## src/hdl/mscl_pkg.sv

```systemverilog
// types, constants and helper functions of the midpoint line clipper
`timescale 1ns / 1ps
`default_nettype none

package mscl_pkg;

    localparam int COORD_BITS = 12;
    localparam int DATA_W     = 32;
    localparam int ADDR_W     = 4;
    localparam int ITER_LIMIT = 2 * COORD_BITS + 8;
    localparam int ITER_W     = $clog2(ITER_LIMIT + 1);

    localparam int WIN_LEFT_RST   = 0;
    localparam int WIN_BOTTOM_RST = 0;
    localparam int WIN_RIGHT_RST  = 639;
    localparam int WIN_TOP_RST    = 479;

    localparam logic [3:0] CODE_LEFT   = 4'b1000;
    localparam logic [3:0] CODE_RIGHT  = 4'b0100;
    localparam logic [3:0] CODE_BOTTOM = 4'b0010;
    localparam logic [3:0] CODE_TOP    = 4'b0001;

    typedef logic signed [COORD_BITS-1:0] t_coord;

    typedef enum logic [1:0] {
        REG_LEFT   = 2'd0,
        REG_BOTTOM = 2'd1,
        REG_RIGHT  = 2'd2,
        REG_TOP    = 2'd3
    } t_reg_idx;

    typedef struct packed {
        t_coord start_x;
        t_coord start_y;
        t_coord end_x;
        t_coord end_y;
    } t_in_item;

    typedef struct packed {
        logic   visible;
        t_coord clip_start_x;
        t_coord clip_start_y;
        t_coord clip_end_x;
        t_coord clip_end_y;
    } t_out_item;

    typedef struct packed {
        t_coord left;
        t_coord bottom;
        t_coord right;
        t_coord top;
    } t_window;

    typedef enum logic [1:0] {
        S_IDLE       = 2'd0,
        S_SEEK_START = 2'd1,
        S_SEEK_END   = 2'd2
    } t_state;

    typedef struct packed {
        logic load;
        logic step;
        logic next_phase;
        logic pick_a;
        logic write_out;
        logic visible;
    } t_dp_cmd;

    typedef struct packed {
        logic a_in;
        logic b_in;
        logic close;
        logic share;
    } t_dp_status;

    function automatic logic [3:0] region(input t_coord x, input t_coord y,
                                          input t_window w);
        logic [3:0] c;
        c = 4'b0000;
        if (x < w.left)   c = c | CODE_LEFT;
        if (x > w.right)  c = c | CODE_RIGHT;
        if (y < w.bottom) c = c | CODE_BOTTOM;
        if (y > w.top)    c = c | CODE_TOP;
        return c;
    endfunction

    // true when two coordinates differ by at most one
    function automatic logic near(input t_coord a, input t_coord b);
        logic signed [COORD_BITS:0] d;
        d = {a[COORD_BITS-1], a} - {b[COORD_BITS-1], b};
        return (d == '0) || (d == (COORD_BITS+1)'(1)) || (d == '1);
    endfunction

endpackage

`default_nettype wire

```

## src/hdl/mscl_cfg.sv

```systemverilog
// window registers behind the apb-style configuration port
`timescale 1ns / 1ps
`default_nettype none

module mscl_cfg (
    input  wire logic                         i_clk,
    input  wire logic                         i_rst_n,
    input  wire logic                         psel,
    input  wire logic                         penable,
    input  wire logic                         pwrite,
    input  wire logic [mscl_pkg::ADDR_W-1:0]  paddr,
    input  wire logic [mscl_pkg::DATA_W-1:0]  pwdata,
    output logic      [mscl_pkg::DATA_W-1:0]  prdata,
    output logic                              pready,
    output mscl_pkg::t_window                 o_window
);

    localparam int CB = mscl_pkg::COORD_BITS;

    mscl_pkg::t_window  r_win;
    mscl_pkg::t_reg_idx idx;
    mscl_pkg::t_coord   rd_val;
    logic               wr_en;

    assign idx    = mscl_pkg::t_reg_idx'(paddr[3:2]);
    assign wr_en  = psel && penable && pwrite && pready;
    assign pready = 1'b1;

    always_ff @(posedge i_clk) begin
        if (!i_rst_n) begin
            r_win.left   <= mscl_pkg::t_coord'(mscl_pkg::WIN_LEFT_RST);
            r_win.bottom <= mscl_pkg::t_coord'(mscl_pkg::WIN_BOTTOM_RST);
            r_win.right  <= mscl_pkg::t_coord'(mscl_pkg::WIN_RIGHT_RST);
            r_win.top    <= mscl_pkg::t_coord'(mscl_pkg::WIN_TOP_RST);
        end else if (wr_en) begin
            unique case (idx)
                mscl_pkg::REG_LEFT:   r_win.left   <= pwdata[CB-1:0];
                mscl_pkg::REG_BOTTOM: r_win.bottom <= pwdata[CB-1:0];
                mscl_pkg::REG_RIGHT:  r_win.right  <= pwdata[CB-1:0];
                mscl_pkg::REG_TOP:    r_win.top    <= pwdata[CB-1:0];
                default:              r_win        <= r_win;
            endcase
        end
    end

    always_comb begin
        unique case (idx)
            mscl_pkg::REG_LEFT:   rd_val = r_win.left;
            mscl_pkg::REG_BOTTOM: rd_val = r_win.bottom;
            mscl_pkg::REG_RIGHT:  rd_val = r_win.right;
            mscl_pkg::REG_TOP:    rd_val = r_win.top;
            default:              rd_val = r_win.left;
        endcase
    end

    assign prdata   = {{(mscl_pkg::DATA_W-CB){rd_val[CB-1]}}, rd_val};
    assign o_window = r_win;

endmodule

`default_nettype wire

```

## src/hdl/mscl_dp.sv

```systemverilog
// datapath: endpoint registers, midpoint bisection step and result register
`timescale 1ns / 1ps
`default_nettype none

module mscl_dp (
    input  wire logic                  i_clk,
    input  mscl_pkg::t_in_item         i_in_data,
    input  mscl_pkg::t_window          i_window,
    input  mscl_pkg::t_dp_cmd          i_cmd,
    output mscl_pkg::t_dp_status       o_status,
    output mscl_pkg::t_out_item        o_out_data
);

    localparam int CB = mscl_pkg::COORD_BITS;

    mscl_pkg::t_coord r_ax, r_ay, r_bx, r_by;
    mscl_pkg::t_coord r_ex, r_ey, r_sx, r_sy;
    mscl_pkg::t_out_item r_out;

    logic signed [CB:0] sum_x, sum_y;
    mscl_pkg::t_coord   mx, my, fx, fy;
    logic [3:0]         ca, cb, cm;

    // floor of the halved sum is the upper bits of the widened sum
    assign sum_x = {r_ax[CB-1], r_ax} + {r_bx[CB-1], r_bx};
    assign sum_y = {r_ay[CB-1], r_ay} + {r_by[CB-1], r_by};
    assign mx    = sum_x[CB:1];
    assign my    = sum_y[CB:1];

    assign ca = mscl_pkg::region(r_ax, r_ay, i_window);
    assign cb = mscl_pkg::region(r_bx, r_by, i_window);
    assign cm = mscl_pkg::region(mx, my, i_window);

    always_comb begin
        o_status.a_in  = (ca == 4'b0000);
        o_status.b_in  = (cb == 4'b0000);
        o_status.share = ((ca & cb) != 4'b0000);
        o_status.close = mscl_pkg::near(r_ax, r_bx) && mscl_pkg::near(r_ay, r_by);
    end

    assign fx = i_cmd.pick_a ? r_ax : r_bx;
    assign fy = i_cmd.pick_a ? r_ay : r_by;

    always_ff @(posedge i_clk) begin
        if (i_cmd.load) begin
            r_ax <= i_in_data.start_x;
            r_ay <= i_in_data.start_y;
            r_bx <= i_in_data.end_x;
            r_by <= i_in_data.end_y;
            r_ex <= i_in_data.end_x;
            r_ey <= i_in_data.end_y;
        end else if (i_cmd.step) begin
            // drop the half that lies wholly beyond a window edge
            if ((ca & cm) != 4'b0000) begin
                r_ax <= mx;
                r_ay <= my;
            end else begin
                r_bx <= mx;
                r_by <= my;
            end
        end else if (i_cmd.next_phase) begin
            r_sx <= fx;
            r_sy <= fy;
            r_ax <= r_ex;
            r_ay <= r_ey;
            r_bx <= fx;
            r_by <= fy;
        end
    end

    always_ff @(posedge i_clk) begin
        if (i_cmd.write_out) begin
            if (i_cmd.visible) begin
                r_out.visible      <= 1'b1;
                r_out.clip_start_x <= r_sx;
                r_out.clip_start_y <= r_sy;
                r_out.clip_end_x   <= fx;
                r_out.clip_end_y   <= fy;
            end else begin
                r_out <= '0;
            end
        end
    end

    assign o_out_data = r_out;

endmodule

`default_nettype wire

```

## src/hdl/mscl_ctrl.sv

```systemverilog
// controller: sequences the two endpoint searches and owns both handshakes
`timescale 1ns / 1ps
`default_nettype none

module mscl_ctrl (
    input  wire logic             i_clk,
    input  wire logic             i_rst_n,
    input  wire logic             i_in_valid,
    output logic                  o_in_ready,
    output logic                  o_out_valid,
    input  wire logic             i_out_ready,
    input  mscl_pkg::t_dp_status  i_status,
    output mscl_pkg::t_dp_cmd     o_cmd
);

    localparam int IW = mscl_pkg::ITER_W;

    mscl_pkg::t_state r_state, n_state;
    logic [IW-1:0]    r_iter, n_iter;
    logic             r_out_valid, n_out_valid;

    logic first, last, out_free;
    logic d_fail, d_found_a, d_found_b, d_step, found;

    assign first    = (r_iter == '0);
    assign last     = (r_iter == IW'(mscl_pkg::ITER_LIMIT));
    assign out_free = !r_out_valid || i_out_ready;

    // one decision per search cycle
    always_comb begin
        d_fail    = 1'b0;
        d_found_a = 1'b0;
        d_found_b = 1'b0;
        d_step    = 1'b0;
        if (first && i_status.share) begin
            d_fail = 1'b1;
        end else if (first && i_status.a_in) begin
            d_found_a = 1'b1;
        end else if (i_status.close || last) begin
            if (i_status.b_in) begin
                d_found_b = 1'b1;
            end else begin
                d_fail = 1'b1;
            end
        end else if (i_status.share) begin
            d_fail = 1'b1;
        end else begin
            d_step = 1'b1;
        end
    end

    assign found = d_found_a || d_found_b;

    always_comb begin
        n_state = r_state;
        unique case (r_state)
            mscl_pkg::S_IDLE: begin
                if (i_in_valid) n_state = mscl_pkg::S_SEEK_START;
            end
            mscl_pkg::S_SEEK_START: begin
                if (found) begin
                    n_state = mscl_pkg::S_SEEK_END;
                end else if (d_fail && out_free) begin
                    n_state = mscl_pkg::S_IDLE;
                end
            end
            mscl_pkg::S_SEEK_END: begin
                if ((found || d_fail) && out_free) n_state = mscl_pkg::S_IDLE;
            end
            default: n_state = mscl_pkg::S_IDLE;
        endcase
    end

    always_comb begin
        o_in_ready       = 1'b0;
        o_cmd            = '0;
        o_cmd.pick_a     = d_found_a;
        unique case (r_state)
            mscl_pkg::S_IDLE: begin
                o_in_ready = 1'b1;
                o_cmd.load = i_in_valid;
            end
            mscl_pkg::S_SEEK_START: begin
                o_cmd.step       = d_step;
                o_cmd.next_phase = found;
                o_cmd.write_out  = d_fail && out_free;
            end
            mscl_pkg::S_SEEK_END: begin
                o_cmd.step      = d_step;
                o_cmd.write_out = (found || d_fail) && out_free;
                o_cmd.visible   = found;
            end
            default: o_cmd = '0;
        endcase
    end

    always_comb begin
        n_iter = r_iter;
        if (o_cmd.load || o_cmd.next_phase) begin
            n_iter = '0;
        end else if (o_cmd.step) begin
            n_iter = r_iter + IW'(1);
        end
        n_out_valid = r_out_valid;
        if (o_cmd.write_out) begin
            n_out_valid = 1'b1;
        end else if (i_out_ready) begin
            n_out_valid = 1'b0;
        end
    end

    always_ff @(posedge i_clk) begin
        if (!i_rst_n) begin
            r_state     <= mscl_pkg::S_IDLE;
            r_iter      <= '0;
            r_out_valid <= 1'b0;
        end else begin
            r_state     <= n_state;
            r_iter      <= n_iter;
            r_out_valid <= n_out_valid;
        end
    end

    assign o_out_valid = r_out_valid;

endmodule

`default_nettype wire

```

## src/hdl/midpoint_subdivision_line_clipper.sv

```systemverilog
// top level of the midpoint subdivision line clipper
// each item runs up to two endpoint searches, start then end; a search halves the segment
//   step by step and ends on a decision that finds the endpoint or rejects the segment
// a new item is taken only once the last result is written to the output register,
//   and both searches use the single shared bisection step in the datapath
// a finished result waits in the output register while the next item is taken
// reset: synchronous, active low; window returns to 0,0..639,479, no result pending
`timescale 1ns / 1ps
`default_nettype none

module midpoint_subdivision_line_clipper (
    input  wire logic                         i_clk,
    input  wire logic                         i_rst_n,
    input  wire logic                         i_in_valid,
    output logic                              o_in_ready,
    input  mscl_pkg::t_in_item                i_in_data,
    output logic                              o_out_valid,
    input  wire logic                         i_out_ready,
    output mscl_pkg::t_out_item               o_out_data,
    input  wire logic                         psel,
    input  wire logic                         penable,
    input  wire logic                         pwrite,
    input  wire logic [mscl_pkg::ADDR_W-1:0]  paddr,
    input  wire logic [mscl_pkg::DATA_W-1:0]  pwdata,
    output logic      [mscl_pkg::DATA_W-1:0]  prdata,
    output logic                              pready
);

    mscl_pkg::t_window    window;
    mscl_pkg::t_dp_cmd    cmd;
    mscl_pkg::t_dp_status status;

    mscl_cfg u_cfg (
        .i_clk    (i_clk),
        .i_rst_n  (i_rst_n),
        .psel     (psel),
        .penable  (penable),
        .pwrite   (pwrite),
        .paddr    (paddr),
        .pwdata   (pwdata),
        .prdata   (prdata),
        .pready   (pready),
        .o_window (window)
    );

    mscl_ctrl u_ctrl (
        .i_clk       (i_clk),
        .i_rst_n     (i_rst_n),
        .i_in_valid  (i_in_valid),
        .o_in_ready  (o_in_ready),
        .o_out_valid (o_out_valid),
        .i_out_ready (i_out_ready),
        .i_status    (status),
        .o_cmd       (cmd)
    );

    mscl_dp u_dp (
        .i_clk      (i_clk),
        .i_in_data  (i_in_data),
        .i_window   (window),
        .i_cmd      (cmd),
        .o_status   (status),
        .o_out_data (o_out_data)
    );

endmodule

`default_nettype wire

```

## config.mk

```make
export PLATFORM = sky130hd
export DESIGN_NAME = midpoint_subdivision_line_clipper
export DESIGN_NICKNAME = d
export VERILOG_FILES = /design/src/hdl/mscl_pkg.sv /design/src/hdl/mscl_cfg.sv /design/src/hdl/mscl_dp.sv /design/src/hdl/mscl_ctrl.sv /design/src/hdl/midpoint_subdivision_line_clipper.sv
export SDC_FILE = /design/constraint.sdc
export NUM_CORES = 1
export LEC_CHECK = 0
export BUFFER_PORTS_ARGS = -buffer_cell sky130_fd_sc_hd__buf_2
export CORE_AREA = 3 3 162 164
export DETAILED_ROUTE_END_ITERATION = 16
export DIE_AREA = 0 0 165 167
export PLACE_DENSITY = 0.81
export SLEW_MARGIN = 20
export SYNTH_ARGS = -nofsm -noshare
export SYNTH_HDL_FRONTEND = slang
export SYNTH_SLANG_ARGS = --single-unit
```

## constraint.sdc

```tcl
create_clock -name i_clk -period 16.44 [get_ports i_clk]
set_input_delay 1.644 -clock i_clk [delete_from_list [all_inputs] [get_ports i_clk]]
set_output_delay 1.644 -clock i_clk [all_outputs]
set_load 0.1 [all_outputs]
```

# Word level (Yosys, flattened, before mapping)
# Cells that the tools add are included.
# word_totals
ff_bits	202
ram_bits	0
output_inout_bits	84
inputBits	91
elab_cells	157
latch_bits	0
mem_bits_ro	0
mem_count	0
# op_classes
muxes	61
n_eq_ne	15
mul	0
n_reduce_logical	39
n_addsub	5
order_cmp	12
n_bitwise	5
shifts	0
div	0
# ops
operator	n
two-way mux 12 bit	18
greater-than comparator 12 bit	6
< comparator 12 bit	6
two-way mux 49 bit	1
case mux 12 bit (4 select lines)	1
adder 12 x 12 -> 13 bit	2
== test 13 bit, second input constant	2
== test 13 x 2 -> 1 bit, second input constant	2
zero test 13 bit	2
two-way mux 1 bit	26
subtractor 12 x 12 -> 13 bit	2
two-way mux 2 bit	7
two-way mux 4 bit	3
AND reduction 2 bit	6
logical OR 1 bit	9
two-way mux 3 bit	3
bitwise AND 4 bit	2
zero test 4 bit	2
nonzero test 4 bit	2
logical AND 1 bit	7
adder 6 x 1 -> 6 bit, second input constant	1
== test 2 bit, second input constant	3
== test 6 bit, second input constant	1
zero test 6 bit	1
15 further kinds	22

# Longest topological paths before layout
# logic_depth
depth_word	15
mapped_depth	21
mapped_depth_nobuf	20

# By module
# A second synthesis with hierarchy kept.
# unflattened
hier_cells	1478
area_unflattened_um2	14754.2
# modules_own_cells
mod	cells_per_inst	instances	area_each_um2
mscl_dp	1180	1	11702.5
mscl_cfg	221	1	2386.0
mscl_ctrl	77	1	665.6

# Worst setup path after synthesis
# OpenSTA, ideal clock, no wires.
# synth_timing
kind	reg2reg
from	reg u_dp.r_by[0]
to	reg u_dp.r_out, in the netlist u_dp.o_out_data[0], enable pin
path_buffers	1
required_ns	15.979
setup_ns	0.461
arrival_ns	5.111
path_stages_with_launch	13
slack_ns	10.867
cell_sequence	edfxtp_1 ha_1 fa_1 nand2b_1 a211oi_2 o211ai_1 a41oi_1 nand4_1 or4b_1 a21oi_2 buf_6 o211ai_1 nor2b_1
# synth_rtl
item	line	text
start: declaration	mscl_dp.sv:16	mscl_pkg::t_coord r_ax, r_ay, r_bx, r_by;
start signal: assignment	mscl_dp.sv:49	r_by <= i_in_data.end_y;
start signal: assignment	mscl_dp.sv:59	r_by <= my;
start signal: assignment	mscl_dp.sv:67	r_by <= fy;
end: declaration	mscl_dp.sv:18	mscl_pkg::t_out_item r_out;

# Worst setup path in the final report
# layout_timing
from	reg u_dp.r_bx[0]
to	reg u_dp.r_ax[4], enable pin
# layout_between
elab_chain_len	13
# layout_lines
item	line	text
start: declaration	mscl_dp.sv:16	
start signal: assignment	mscl_dp.sv:48	r_bx <= i_in_data.end_x;
start signal: assignment	mscl_dp.sv:58	r_bx <= mx;
parallel branches: the longest is 12 deep, another holds adder 12 x 12 -> 13 bit	--	
AND reduction 2 bit (no source line) (*)	--	
end signal: assignment	mscl_dp.sv:46	r_ax <= i_in_data.start_x;
end signal: assignment	mscl_dp.sv:55	r_ax <= mx;
end signal: assignment	mscl_dp.sv:64	r_ax <= r_ex;
end: declaration	mscl_dp.sv:16	
# Mark *: on every way between the ends.
# A chain may end at the register's enable or synchronous reset.

==> metrics.yaml <==
outcome:
  status: "finished, final reports clean"
clock_tree:
  cts_buffers: 23
  htree_levels: 1
  cts_setup_buffers: 0
  clk_latency_ns: 0.53
  clockBufferDepth: 3
  cts_root_buf: "clkbuf_16"
  numClockSinks: 202
  cts_tree: "built"
  ctsHoldBuffers: 0
  cts-resized-gates: 0
  clk_pin_slew_ns: 0.06
place:
  io_buffers: 151
  place_area_um2: 15690
  hpwlAfterDp_um: 30520
  gp_congestion: 0.9502
  pre_cts_slack_ns: 10.84
synthesis:
  syn_inst: 1494
  synth_fp_nets: 1781
  dominantRegCellSynth: "edfxtp_1"
  synth_edf_count: 145
  ys_seq_area_share_pct: 36.99
  synth.cell_area_um2: 14850
  synth_area_per_cell_um2: 9.943
  synth-seq-cells: 202
  async_reset_ff_share_pct: 0
  ys_warn_count: 0
  synth_cell_types: 89
layout:
  final_cell_area_um2: 16350
  final_common_cell: "ha_1"
  area_delta_synth_final_pct: 10.09
  layout-drive-gt1-share_pct: 16.39
  fill_cells: 2000
  nets: 1891
  final_cell_mix: "ha_1 (192), buf_2 (151), edfxtp_1 (145)"
timing:
  relSlewSlack_pct: 31.72
  fin_setup_tns_ns: 0
  finalSetupViolCount: 0
  drv_slew: 0
  timing.hold.ws_ns: 0.4874
  finalHoldViolCount: 0
  timing.fmax_mhz: 176.7
  min_period_ns: 5.661
  worst_slack_ns: 10.78
  skew_ns: 0.02091
  tightest_slew_ns: 1.022
  rsz0062_at_grt: "no"
  post-route-period-util_pct: 34.43
power:
  combPwrFrac_pct: 52.8
  swShare_pct: 45.13
  peakVddDrop_v: 0.0001108
  p_per_area_nw_per_um2: 151.1
  power.leakage_nw: 6.739
  p_int_mw: 1.356
  p_sw_mw: 1.115
  p_total_mw: 2.471
  clock_power_share_pct: 18.9
  seq_power_share_pct: 28.3
routing:
  wl_per_cell_um: 20.69
  wl_um: 40330
  drt_first_pass_iters: 5
  drtIter0Drc: 1081
  via_count: 11830
  viasPerCell: 6.072
  drc: 0
  ant_nets: 0
worst_setup_path:
  worst_setup_path_start_kind: "register"
  slowest_delay_ns: 0.79
  r2r_slack_ns: 10.78
  worstPathRequired_ns: 16.58
  reg2reg_from: "u_dp.r_bx[0]$_DFFE_PP_"
  cp.arrival_ns: 5.80
  crit_top_cell: "a21oi_1"
  crit_type: "reg2reg"
  path_cells: "ha_1 > fa_1 > nand2b_1 > a21oi_1 > nor2_1 > o21bai_1 > a21oi_1 > o21ba_2 > o21ai_0 > o21ai_0 > ha_1 > nor2_1 > a21oi_1 > a21oi_1 > or4_1 > o21ai_0 > nor4b_1 > o21ai_4"
  cp_max_fo: 24
  crit_path_top_delay_cell: "o21ai_4"
  reg2reg_to: "u_dp.r_ax[4]$_DFFE_PP_"
  critPathCaptureType: "register"
  r2r_cells: 18
hold_path:
  whs_path_depth: 2
  min_from: "u_cfg.o_window[11]$_SDFFE_PN0P_"
  hold_end: "u_cfg.o_window[11]$_SDFFE_PN0P_"
  hp-class: "reg2reg"
floorplan:
  die_x_um: 165
  core_um2: 25040
  ios: 175
  fp-row-count: 58
  dieArea_um2: 27560
  die_y_um: 167
  start_util_pct: 59.33
grt:
  first_global_vias: 11480
  grt_pass1_wl_um: 62790
  grtUsageTotal_pct: 28.93
  grt_start_max_net_pins: 74
  antenna_found_initial: 2
  grt_overflow: 0
run:
  maxCapViolCount: 0
[cells in the mapped netlist (20+ instances only)]
cell type	n	share of area, %
mux2i_1	70	4.7
nand3_1	27	0.91
nor2_1	89	2.2
clkbuf_1	29	0.73
buf_4	22	1.1
nor2b_1	51	2.1
inv_1	137	3.5
nand2_1	114	2.9
nand4_1	20	0.84
xnor2_1	26	1.5
o21ai_0	53	1.8
a21oi_1	64	2.2
ha_1	192	16
o211ai_1	29	1.5
dfxtp_1	57	7.7
edfxtp_1	145	29
and2_1	37	1.6
[power by group through the flow]
| stage | registers (mW) | clock network (mW) | logic (mW) |
|---|---|---|---|
| after floorplan | 0.788 | 0 | 0.871 |
| after global placement | 0.705 | 0 | 1.23 |
| after detailed placement | 0.706 | 0 | 1.28 |
| after CTS | 0.697 | 0.469 | 1.28 |
| after global routing | 0.704 | 0.490 | 1.43 |
| final | 0.699 | 0.467 | 1.30 |
[cell families (layout without fill, tap and decap cells)]
| logic type | count (synthesis) | count (layout) | synth area share [%] |
|---|---|---|---|
| buffers and inverters | 213 | 336 | 6.402 |
| AOI/OAI and AO/OA | 312 | 312 | 14.23 |
| and+or+nand+nor | 433 | 433 | 15.13 |
| adders and majority gates | 196 | 196 | 16.71 |
| xor gates and xnor gates | 34 | 34 | 2.005 |
| muxes | 103 | 103 | 8.507 |
| other | 1 | 3 | 0.02525 |
| DFF | 202 | 202 | 36.99 |
[critical path, delay by kind of cell (launching register included)]
family,cells,cell delay (ns)
compound gates,10,2.82
fa+ha+maj,3,0.97
simple gates,5,0.93
flops,1,0.50
[stage by stage]
stage | cells | utilization, %
2_1_floorplan | 1494 | -
3_3_place_gp | 1909 | 62.65
3_5_place_dp | 1909 | 62.65
4_1_cts | 1947 | 65.30
5_1_grt | 1949 | 65.32
6_report | 1949 | 65.32
[registers in the layout (all words and copies together) (netlist names)]
name / count
u_dp.r_ax: 12
u_dp.r_ay: 12
u_cfg.o_window: 48
u_dp.r_ex: 12
u_ctrl.r_state: 2
u_dp.r_sy: 12
u_ctrl.r_iter: 6
u_dp.r_sx: 12
u_dp.r_ey: 12
u_dp.r_by: 12
u_dp.o_out_data: 49
u_ctrl.o_out_valid: 1
u_dp.r_bx: 12
[worst max-delay path by stage]
stage,start,endpoint,slack (ns),cells past startpoint
6_report,u_dp.r_bx[0]$_DFFE_PP_,u_dp.r_ax[4]$_DFFE_PP_,10.78,18
5_1_grt,u_dp.r_bx[1]$_DFFE_PP_,u_dp.r_ax[8]$_DFFE_PP_,10.52,17
4_1_cts,u_dp.r_bx[0]$_DFFE_PP_,u_dp.r_ax[4]$_DFFE_PP_,10.82,18
3_5_place_dp,u_dp.r_bx[1]$_DFFE_PP_,u_dp.r_ax[4]$_DFFE_PP_,10.84,19
3_3_place_gp,u_dp.r_bx[1]$_DFFE_PP_,u_dp.r_ax[4]$_DFFE_PP_,11.05,19
2_1_floorplan,u_dp.r_by[0]$_DFFE_PP_,u_dp.o_out_data[0]$_SDFFCE_PN0P_,10.87,12
[layout make-up]
cell class | count | area (µm²) | area share [%]
Multi-Input combinational cell | 1079 | 8437 | 51.59
Inverter | 138 | 518.0 | 3.168
Timing Repair Buffer | 160 | 823.3 | 5.034
Clock buffer | 26 | 586.8 | 3.588
Tap cell | 330 | 412.9 | 2.525
Clock inverter | 12 | 75.07 | 0.4591
Antenna cell | 2 | 5.005 | 0.03060
Sequential cell | 202 | 5495 | 33.60
[metal layers]
layer / GRT usage [%] / up-vias / share of wire (%)
met5: 0 / - / 0
met4: 13.86 / 0 / 5.5
met3: 3.532 / 109 / 5.9
met2: 46.59 / 498 / 47
met1: 38.59 / 5605 / 41
li1: - / 5622 / -
Note: power is estimated with default switching activity, not from simulation.
